File: src/hw/rtl/srpwm_pkg.sv
// Shared types and constants for the shift register PWM frame generator.
// Used by srpwm_cell, srpwm_ctrl and the top level; depends on nothing.
package srpwm_pkg;

    localparam int LEVEL_W = 8;
    localparam int PHASE_W = 9;
    localparam int SEL_W   = 3;
    localparam int CFG_IDX_W  = 2;
    localparam int CFG_DATA_W = 9;

    // configuration register indexes
    localparam logic [CFG_IDX_W-1:0] REG_INVERT = 2'd0;
    localparam logic [CFG_IDX_W-1:0] REG_DEPTH  = 2'd1;

    localparam logic [PHASE_W-1:0] DEPTH_RESET = 9'd256;

    typedef enum logic
    {
        ST_IDLE,
        ST_SHIFT
    } st_t;

    // control broadcast from the sequencer to every cell
    typedef struct packed
    {
        logic               load;
        logic               shift;
        logic               wr;
        logic               phase_zero;
        logic [PHASE_W-1:0] thresh;
    } cell_ctrl_t;

endpackage

File: src/hw/rtl/srpwm_cell.sv
// One channel cell: brightness level, latched on bit and one shift stage.
// Depends on srpwm_pkg.
module srpwm_cell
    import srpwm_pkg::*;
(
    input  logic               clk,
    input  logic               rst_n,
    input  cell_ctrl_t         ctrl,
    input  logic               wr_sel,
    input  logic [LEVEL_W-1:0] wr_level,
    input  logic               shift_in,
    output logic               shift_out
);

    logic [LEVEL_W-1:0] level_reg;
    logic [LEVEL_W-1:0] level_next;
    logic               on_reg;
    logic               on_next;
    logic               sh_reg;
    logic               sh_next;

    always_comb
    begin
        on_next = on_reg;
        if (ctrl.load)
        begin
            if (ctrl.phase_zero)
            begin
                on_next = (level_reg != '0);
            end
            else if ({1'b0, level_reg} < ctrl.thresh)
            begin
                on_next = 1'b0;
            end
        end
    end

    always_comb
    begin
        // load wins over shift when a tick arrives on the last bit
        if (ctrl.load)
        begin
            sh_next = on_next;
        end
        else if (ctrl.shift)
        begin
            sh_next = shift_in;
        end
        else
        begin
            sh_next = sh_reg;
        end
        level_next = (ctrl.wr && wr_sel) ? wr_level : level_reg;
    end

    always_ff @(posedge clk or negedge rst_n)
    begin
        if (!rst_n)
        begin
            level_reg <= '0;
            on_reg    <= 1'b0;
            sh_reg    <= 1'b0;
        end
        else
        begin
            level_reg <= level_next;
            on_reg    <= on_next;
            sh_reg    <= sh_next;
        end
    end

    assign shift_out = sh_reg;

endmodule

File: src/hw/rtl/srpwm_ctrl.sv
// Sequencer: configuration registers, frame phase, bit counter and handshakes.
// Depends on srpwm_pkg; drives the cell_ctrl_t broadcast to the cell chain.
module srpwm_ctrl
    import srpwm_pkg::*;
#(
    parameter int CHANNELS = 8
)
(
    input  logic                  clk,
    input  logic                  rst_n,
    input  logic                  cfg_we,
    input  logic [CFG_IDX_W-1:0]  cfg_index,
    input  logic [CFG_DATA_W-1:0] cfg_data,
    input  logic                  item_valid,
    output logic                  item_stall,
    input  logic                  mode,
    output logic                  result_valid,
    input  logic                  result_stall,
    input  logic                  chain_bit,
    output logic                  data_bit,
    output logic [SEL_W-1:0]      bit_channel,
    output logic                  strobe_last,
    output logic [PHASE_W-1:0]    frame_index,
    output cell_ctrl_t            ctrl
);

    localparam int CNT_W = (CHANNELS > 1) ? $clog2(CHANNELS) : 1;
    localparam logic [CNT_W-1:0] CNT_TOP = CNT_W'(CHANNELS - 1);

    st_t                state_reg;
    st_t                state_next;
    logic [CNT_W-1:0]   cnt_reg;
    logic [CNT_W-1:0]   cnt_next;
    logic [PHASE_W-1:0] phase_reg;
    logic [PHASE_W-1:0] phase_next;
    logic [PHASE_W-1:0] fidx_reg;
    logic [PHASE_W-1:0] fidx_next;
    logic               inv_reg;
    logic [PHASE_W-1:0] depth_reg;

    logic               item_acc;
    logic               tick_acc;
    logic               res_acc;
    logic               last;
    logic [PHASE_W-1:0] eff_phase;

    assign item_acc = item_valid && !item_stall;
    assign tick_acc = item_acc && mode;
    assign res_acc  = result_valid && !result_stall;
    assign last     = (cnt_reg == '0);

    // restart the cycle when depth was lowered below the current phase
    assign eff_phase = (phase_reg > depth_reg) ? '0 : phase_reg;

    always_comb
    begin
        state_next = state_reg;
        case (state_reg)
            ST_IDLE:
            begin
                if (tick_acc)
                begin
                    state_next = ST_SHIFT;
                end
            end
            ST_SHIFT:
            begin
                if (tick_acc)
                begin
                    state_next = ST_SHIFT;
                end
                else if (res_acc && last)
                begin
                    state_next = ST_IDLE;
                end
            end
            default:
            begin
                state_next = ST_IDLE;
            end
        endcase
    end

    always_comb
    begin
        result_valid = 1'b0;
        item_stall   = 1'b0;
        case (state_reg)
            ST_IDLE:
            begin
                result_valid = 1'b0;
                item_stall   = 1'b0;
            end
            ST_SHIFT:
            begin
                result_valid = 1'b1;
                // take the next transaction as the last bit leaves
                item_stall   = !(last && !result_stall);
            end
            default:
            begin
                result_valid = 1'b0;
                item_stall   = 1'b1;
            end
        endcase
    end

    always_comb
    begin
        cnt_next   = cnt_reg;
        phase_next = phase_reg;
        fidx_next  = fidx_reg;
        if (tick_acc)
        begin
            cnt_next   = CNT_TOP;
            fidx_next  = eff_phase;
            phase_next = (eff_phase >= depth_reg) ? '0 : eff_phase + 1'b1;
        end
        else if (res_acc)
        begin
            cnt_next = cnt_reg - 1'b1;
        end
    end

    always_ff @(posedge clk or negedge rst_n)
    begin
        if (!rst_n)
        begin
            state_reg <= ST_IDLE;
            cnt_reg   <= '0;
            phase_reg <= '0;
            fidx_reg  <= '0;
        end
        else
        begin
            state_reg <= state_next;
            cnt_reg   <= cnt_next;
            phase_reg <= phase_next;
            fidx_reg  <= fidx_next;
        end
    end

    always_ff @(posedge clk or negedge rst_n)
    begin
        if (!rst_n)
        begin
            inv_reg   <= 1'b0;
            depth_reg <= DEPTH_RESET;
        end
        else if (cfg_we)
        begin
            case (cfg_index)
                REG_INVERT: inv_reg   <= cfg_data[0];
                REG_DEPTH:  depth_reg <= cfg_data;
                default:    ;
            endcase
        end
    end

    always_comb
    begin
        ctrl.load       = tick_acc;
        ctrl.shift      = res_acc;
        ctrl.wr         = item_acc && !mode;
        ctrl.phase_zero = (eff_phase == '0);
        ctrl.thresh     = eff_phase - 1'b1;
    end

    assign data_bit    = chain_bit ^ inv_reg;
    assign bit_channel = SEL_W'(cnt_reg);
    assign strobe_last = last;
    assign frame_index = fidx_reg;

    a_tick_starts_frame: assert property (@(posedge clk) disable iff (!rst_n)
        tick_acc |=> result_valid && cnt_reg == CNT_TOP)
        else $error("tick did not start a full frame");

    a_frame_ends: assert property (@(posedge clk) disable iff (!rst_n)
        res_acc && last && !tick_acc |=> !result_valid)
        else $error("results continue past the frame's last bit");

    a_accept_only_at_end: assert property (@(posedge clk) disable iff (!rst_n)
        state_reg == ST_SHIFT && !item_stall |-> last && res_acc)
        else $error("input taken in the middle of a frame");

    a_index_holds: assert property (@(posedge clk) disable iff (!rst_n)
        res_acc && !last |=> result_valid && $stable(fidx_reg))
        else $error("frame index changed inside a frame");

endmodule

File: src/hw/rtl/shift_register_pwm_frame_generator_unit.sv
// Top level of the shift register PWM frame generator: sequencer and cell chain.
// Depends on srpwm_pkg, srpwm_ctrl and srpwm_cell.
//
//  channel  | handshake                  | payload
//  ---------+----------------------------+------------------------------------------
//  item     | item_valid / item_stall    | mode, channel_sel, level_value
//  result   | result_valid / result_stall| data_bit, bit_channel, strobe_last, frame_index
//  config   | cfg_we                     | cfg_index, cfg_data
//
// A level write gives no result. A tick loads every cell, then shifts the chain
// one bit per result: CHANNELS results per tick, with the next item taken as the
// last bit of a frame is accepted.
// Reset clears all levels, lit bits and the frame phase; depth resets to 256.
// A stalled result holds the whole chain.
module shift_register_pwm_frame_generator_unit
    import srpwm_pkg::*;
#(
    parameter int CHANNELS = 8
)
(
    input  logic                  clk,
    input  logic                  rst_n,
    input  logic                  cfg_we,
    input  logic [CFG_IDX_W-1:0]  cfg_index,
    input  logic [CFG_DATA_W-1:0] cfg_data,
    input  logic                  item_valid,
    output logic                  item_stall,
    input  logic                  mode,
    input  logic [SEL_W-1:0]      channel_sel,
    input  logic [LEVEL_W-1:0]    level_value,
    output logic                  result_valid,
    input  logic                  result_stall,
    output logic                  data_bit,
    output logic [SEL_W-1:0]      bit_channel,
    output logic                  strobe_last,
    output logic [PHASE_W-1:0]    frame_index
);

    cell_ctrl_t           ctrl;
    logic [CHANNELS-1:0]  sh_chain;

    srpwm_ctrl #(
        .CHANNELS (CHANNELS)
    ) u_ctrl (
        .clk          (clk),
        .rst_n        (rst_n),
        .cfg_we       (cfg_we),
        .cfg_index    (cfg_index),
        .cfg_data     (cfg_data),
        .item_valid   (item_valid),
        .item_stall   (item_stall),
        .mode         (mode),
        .result_valid (result_valid),
        .result_stall (result_stall),
        .chain_bit    (sh_chain[CHANNELS-1]),
        .data_bit     (data_bit),
        .bit_channel  (bit_channel),
        .strobe_last  (strobe_last),
        .frame_index  (frame_index),
        .ctrl         (ctrl)
    );

    // highest channel sits at the chain's output end
    for (genvar i = 0; i < CHANNELS; i++)
    begin : g_cell
        logic sh_in;
        logic wr_sel;

        if (i == 0)
        begin : g_first
            assign sh_in = 1'b0;
        end
        else
        begin : g_next
            assign sh_in = sh_chain[i-1];
        end

        assign wr_sel = (32'(channel_sel) == i);

        srpwm_cell u_cell (
            .clk       (clk),
            .rst_n     (rst_n),
            .ctrl      (ctrl),
            .wr_sel    (wr_sel),
            .wr_level  (level_value),
            .shift_in  (sh_in),
            .shift_out (sh_chain[i])
        );
    end

endmodule
File: config.mk
export PLATFORM = sky130hd
export DESIGN_NAME = shift_register_pwm_frame_generator_unit
export DESIGN_NICKNAME = d
export VERILOG_FILES = /design/src/hw/rtl/srpwm_pkg.sv /design/src/hw/rtl/srpwm_cell.sv /design/src/hw/rtl/srpwm_ctrl.sv /design/src/hw/rtl/shift_register_pwm_frame_generator_unit.sv
export SDC_FILE = /design/constraint.sdc
export NUM_CORES = 1
export LEC_CHECK = 0
export BUFFER_PORTS_ARGS = -buffer_cell sky130_fd_sc_hd__clkbuf_2
export CAP_MARGIN = 5
export CORE_MARGIN = 2
export CORE_UTILIZATION = 50
export DETAILED_ROUTE_END_ITERATION = 10
export HOLD_SLACK_MARGIN = 0.02
export PLACE_DENSITY = 0.68
export RECOVER_POWER = 50
export REMOVE_ABC_BUFFERS = 1
export SYNTH_ARGS = -nofsm -noshare
export SYNTH_HDL_FRONTEND = slang
export SYNTH_HIERARCHICAL = 1
export SYNTH_SLANG_ARGS = --single-unit
export TNS_END_PERCENT = 1
File: constraint.sdc
create_clock -name clk -period 4.2 [get_ports clk]
set_input_delay 0.42 -clock clk [delete_from_list [all_inputs] [get_ports clk]]
set_output_delay 0.42 -clock clk [all_outputs]
set_load 0.005 [all_outputs]
Yosys cells after proc, flatten, opt, wreduce, memory -nomap -nowiden --
Index checks and enable logic that the tools add are counted.
Word-level totals: register bits after elaboration 112, output and inout bits 16
Cells by class: add/subtract/negate cells 3, order comparisons 10, eq/ne operators 8, muxes and demuxes 50, bitwise operators 2, reductions and logical operators 33
Operators by type and width (count):
- $lt 8x9->1 | 8
- $reduce_bool 8->1 | 8
- $mux 1 | 43
- $mux 9 | 2
- $logic_and 1x1->1 | 14
- $eq 3x3->1 const B | 4
- $add 9x1->9 const B | 1
- $ge 9x9->1 | 1
- $gt 9x9->1 | 1
- $logic_not 9->1 | 1
- $sub 9x1->9 const B | 1
- $eq 3x2->1 const B | 2
- $logic_not 3->1 | 2
- $mux 3 | 2
- $pmux 1 s2 | 3
- $logic_not 1->1 | 4
- $reduce_and 2->1 | 2
- $eq 3x1->1 const B | 1
- $sub 3x1->3 const B | 1
- $eq 2x1->1 const B | 1
- $logic_not 2->1 | 1
- $reduce_bool 2->1 | 1
- $not 1->1 | 1
- $xor 1x1->1 | 1

Longest topological paths before layout --
word-level depth 9, depth in mapped cells 18, depth with buffers taken out 17

Modules after synthesis --
The synthesis kept the hierarchy.
By module, submodules not included:
- srpwm_cell | times used 8, cells an instance 57, area each 611.8 um^2
- srpwm_ctrl | times used 1, cells an instance 234, area each 2197.1 um^2
- shift_register_pwm_frame_generator_unit | times used 1, cells an instance 9, area each 68.8 um^2

Least setup slack after synthesis --
Ideal clock, no wire load.
path type reg-to-reg, from register u_ctrl.phase_reg[4], to register g_cell[0].u_cell.sh_reg, library setup time 149 ps, data arrival time 3448 ps, path slack 604 ps, cell stages (with the launch flop) 17, buffers on the path 0, clock period less this slack 3596 ps, cell sequence dfrtp_1 > ha_1 > a21oi_1 > o21ai_0 > a2111o_1 > nand2_2 > nand2_1 > ha_1 > inv_1 > nor3_1 > o2bb2ai_1 > inv_1 > ha_1 > a21oi_1 > o32ai_2 > a21oi_1 > o31ai_2
RTL lines:
- start, declared | line srpwm_ctrl.sv:34 | logic [PHASE_W-1:0] phase_reg;
- start signal, assigned | line srpwm_ctrl.sv:138 | phase_reg <= phase_next;
- end signal, assigned | line srpwm_cell.sv:68 | sh_reg <= sh_next;
- end, declared | line srpwm_cell.sv:19 | logic sh_reg;

==> results.cfg <==
[synthesis]
ys_seq_area_frac = 0.392
synth_edf_count = 0
synth_cell_types = 57
syn_area_um2 = 7160
synthFlopType = dfrtp_1
synth.yosys.warnings = 6
ys_ff_latch = 112
avgSynthCellArea_um2 = 10.2
synth_cells = 699
synthArstFlopShare = 1.00

[timing]
setup_slack_ns = 0.205
tightest_slew_ns = 2.70
tns_ns = 0
hold_viol_final = 0
min_period_over_period = 0.951
maxSlewViolCount = 50
finalCriticalPeriod_ns = 4.00
rsz0062_at_grt = no
maxSlewHeadroom = -0.802
timing.hold.ws_ns = 0.292
skew_ns = 0.00435
max_freq_mhz = 250
setup-violations-final = 0

[critical_path]
crit_fanout = 8
crit_path_cell_trace = inv_1, ha_1, nand4_1, inv_1, a2111o_1, nand2_2, nand2_2, ha_1, inv_1, nand3_1, nand3_1, inv_1, ha_1, a211oi_2, o32ai_2, a21oi_1, o21ai_1
end_kind = flip-flop
cp.arrival_ns = 4.23
rr_endpoint = g_cell[1].u_cell/on_reg$_DFF_PN0_
slowest_delay_ns = 0.55
critical_path_required_ns = 4.44
slowest_stage = dfstp_2
cp-start-kind = flip-flop
critPathKind = flip-flop to flip-flop
rrSetupSlack_ns = 0.20
worst-r2r-cell-count = 17
r2r-start = u_ctrl/depth_reg[8]$_DFFE_PN1P_
crit_path_frequent_cell = inv_1

[power_and_ir_drop]
p_switching_uw = 2820
irDropWorstVdd_v = 0.000446
comb_power_share = 0.568
seq_power_share = 0.301
internal_power_uw = 3440
p_per_area_nw_per_um2 = 790
p_sw_frac = 0.451
p_clk_frac = 0.132
p_leak_uw = 0.00407

[min_path]
min-delay-path-class = input pin to flip-flop
holdCritStartpoint = cfg_data[3]
hold_path_end = u_ctrl/depth_reg[3]$_DFFE_PN0P_
whs_path_depth = 2

[die]
io_pins = 44
die_w_um = 124
core_area_um2 = 13900
dieArea_um2 = 15300
dieHeight_um = 124
initial_utilization = 0.514
rows = 43

[cells_and_area]
drive_above_1_share = 0.242
finalNetCount = 865
antenna_cells = 0
syn_to_final_growth_pct = 10.7
final_area_um2 = 7930
largest_reg_flops = 64

[route]
drt_pre_antenna_iters = 5
vias_per_cell = 5.79
vias = 5460
drt-total-wl_um = 17300
drtIter0Drc = 344
avgRoutedWirePerCell_um = 18.4
drcViolationCount = 0
antenna_left = 0

[clocking]
cts-buffers-inserted = 9
clk_pin_slew_ns = 0.07
clkSinkCount = 112
ctsHtreeMaxLevel = 3
clock_latency_ns = 0.36
post_cts_buffers = 0
cts_resized = 0
cts_tree = done
hold_buffers = 0
root_buffer = clkbuf_16
clockBufferDepth = 2

[global_routing]
grt_pass1_wl_um = 27900
grt_pass1_vias = 5488
grt_overflow = 0
grt_max_degree = 50
antenna_found_initial = 0
grt_usage = 0.240

[placed_design]
hpwl_um = 12500
gp_congestion = 0.852
port_buffers = 43
place_ws_ns = 0.333
placed_cell_area_um2 = 7660

[status]
outcome = complete, but fails checks
violations = max-capacitance violations, max-slew violations

[run]
maxCapViolations = 1
[power by group through the flow]
stage	logic, uW	registers (uW)	clock network (uW)
floorplan	2440	1790	0
global placement	3290	1870	0
detailed placement	3470	1900	0
CTS	3510	1880	842
global route	3960	1940	882
finish	3560	1890	825
[cell type report]
class / instances / area, um^2
Fill cell: 1195 / 6010
Multi-Input combinational cell: 489 / 3960
Sequential cell: 112 / 2800
Timing Repair Buffer: 59 / 342
Inverter: 87 / 327
Clock buffer: 12 / 246
Tap cell: 180 / 225
Clock inverter: 4 / 28.8
[worst max-delay path by stage]
stage,from,slack (ns),end,cells past startpoint
2_1_floorplan,u_ctrl/phase_reg[6]$_DFFE_PN0P_,0.37,g_cell[0].u_cell/shift_out$_DFFE_PN0P_,16
3_3_place_gp,u_ctrl/phase_reg[4]$_DFFE_PN0P_,0.51,g_cell[0].u_cell/on_reg$_DFF_PN0_,16
3_5_place_dp,u_ctrl/depth_reg[8]$_DFFE_PN1P_,0.33,g_cell[1].u_cell/on_reg$_DFF_PN0_,17
4_1_cts,u_ctrl/depth_reg[8]$_DFFE_PN1P_,0.31,g_cell[0].u_cell/on_reg$_DFF_PN0_,17
5_1_grt,u_ctrl/depth_reg[6]$_DFFE_PN0P_,0.01,g_cell[4].u_cell/on_reg$_DFF_PN0_,17
6_report,u_ctrl/depth_reg[8]$_DFFE_PN1P_,0.20,g_cell[1].u_cell/on_reg$_DFF_PN0_,17
[stage by stage]
stage          power (uW)  cells   util
2_1_floorplan        4230    688      -
3_3_place_gp         5170    927  0.550
3_5_place_dp         5370    927  0.550
4_1_cts              6240    943  0.570
5_1_grt              6780    943  0.569
6_report             6270    943  0.569
[cell families (layout without fill, tap and decap cells)]
logic type / count (synthesis) / count (layout) / share of synthesized area
other cells: 1 / 1 / 0.000524
simple gates: 185 / 185 / 0.136
buf+inv: 98 / 162 / 0.0559
xor+xnor: 8 / 8 / 0.00979
mux: 86 / 86 / 0.135
flops: 112 / 112 / 0.392
fa+ha+maj: 79 / 79 / 0.138
compound gates: 130 / 130 / 0.133
[cell usage after synthesis, types with 2 or more instances]
library cell    n  area share
a211oi_2        8       0.014
a21oi_1        56       0.039
a221o_1         3      0.0042
and2_1          5      0.0044
and2b_1         8      0.0084
and3_1          3      0.0026
and3b_2         3      0.0042
buf_2           2      0.0014
buf_4           2      0.0021
buf_6           3      0.0047
clkbuf_1        4      0.0021
dfrtp_1       111        0.39
ha_1           79        0.14
inv_1          86       0.045
mux2_1         16       0.025
mux2_2         70        0.11
nand2_1        71       0.037
nand2_2         5      0.0044
nand2b_1       10      0.0087
nand3_1         6      0.0042
nand4_1         2      0.0017
nand4b_1        8      0.0098
nor2_1         21       0.011
nor3_1         10      0.0070
nor3b_1         4      0.0042
nor4_1         18       0.016
o21a_1          4      0.0042
o21ai_0         4      0.0028
o21ai_1        25       0.017
o22ai_1         2      0.0017
o31ai_2         9       0.016
o32ai_2         8       0.018
or2_2           2      0.0017
or3_1           2      0.0017
xnor2_1         6      0.0073
xor2_1          2      0.0024
[critical path, delay by kind of cell, from the launching register on]
kind            cells  cell delay, ns
buf+inv             4            0.37
simple gates        5            0.90
compound gates      5            1.11
fa+ha+maj           3            0.94
flops               1            0.55
[layer usage]
layer / vias up / wire length [um] / global-route usage
met4: 0 / 355 / 0.0753
met5: - / 0 / 0
met1: 2707 / 7570 / 0.302
li1: 2594 / - / -
met2: 133 / 8580 / 0.417
met3: 26 / 830 / 0.0453
[layout by cell type (no fill, tap or decap), types with 8 or more instances in the layout]
master     netlist  layout
a211oi_2         8       8
a21oi_1         56      56
and2b_1          8       8
buf_4            2      13
clkbuf_16        0       9
clkbuf_2         0      44
dfrtp_1        111     111
ha_1            79      79
inv_1           86      86
mux2_1          16      16
mux2_2          70      70
nand2_1         71      71
nand2b_1        10      10
nand4b_1         8       8
nor2_1          21      21
nor3_1          10      10
nor4_1          18      18
o21ai_1         25      25
o31ai_2          9       9
o32ai_2          8       8
Power figures use the tool's default switching activity.
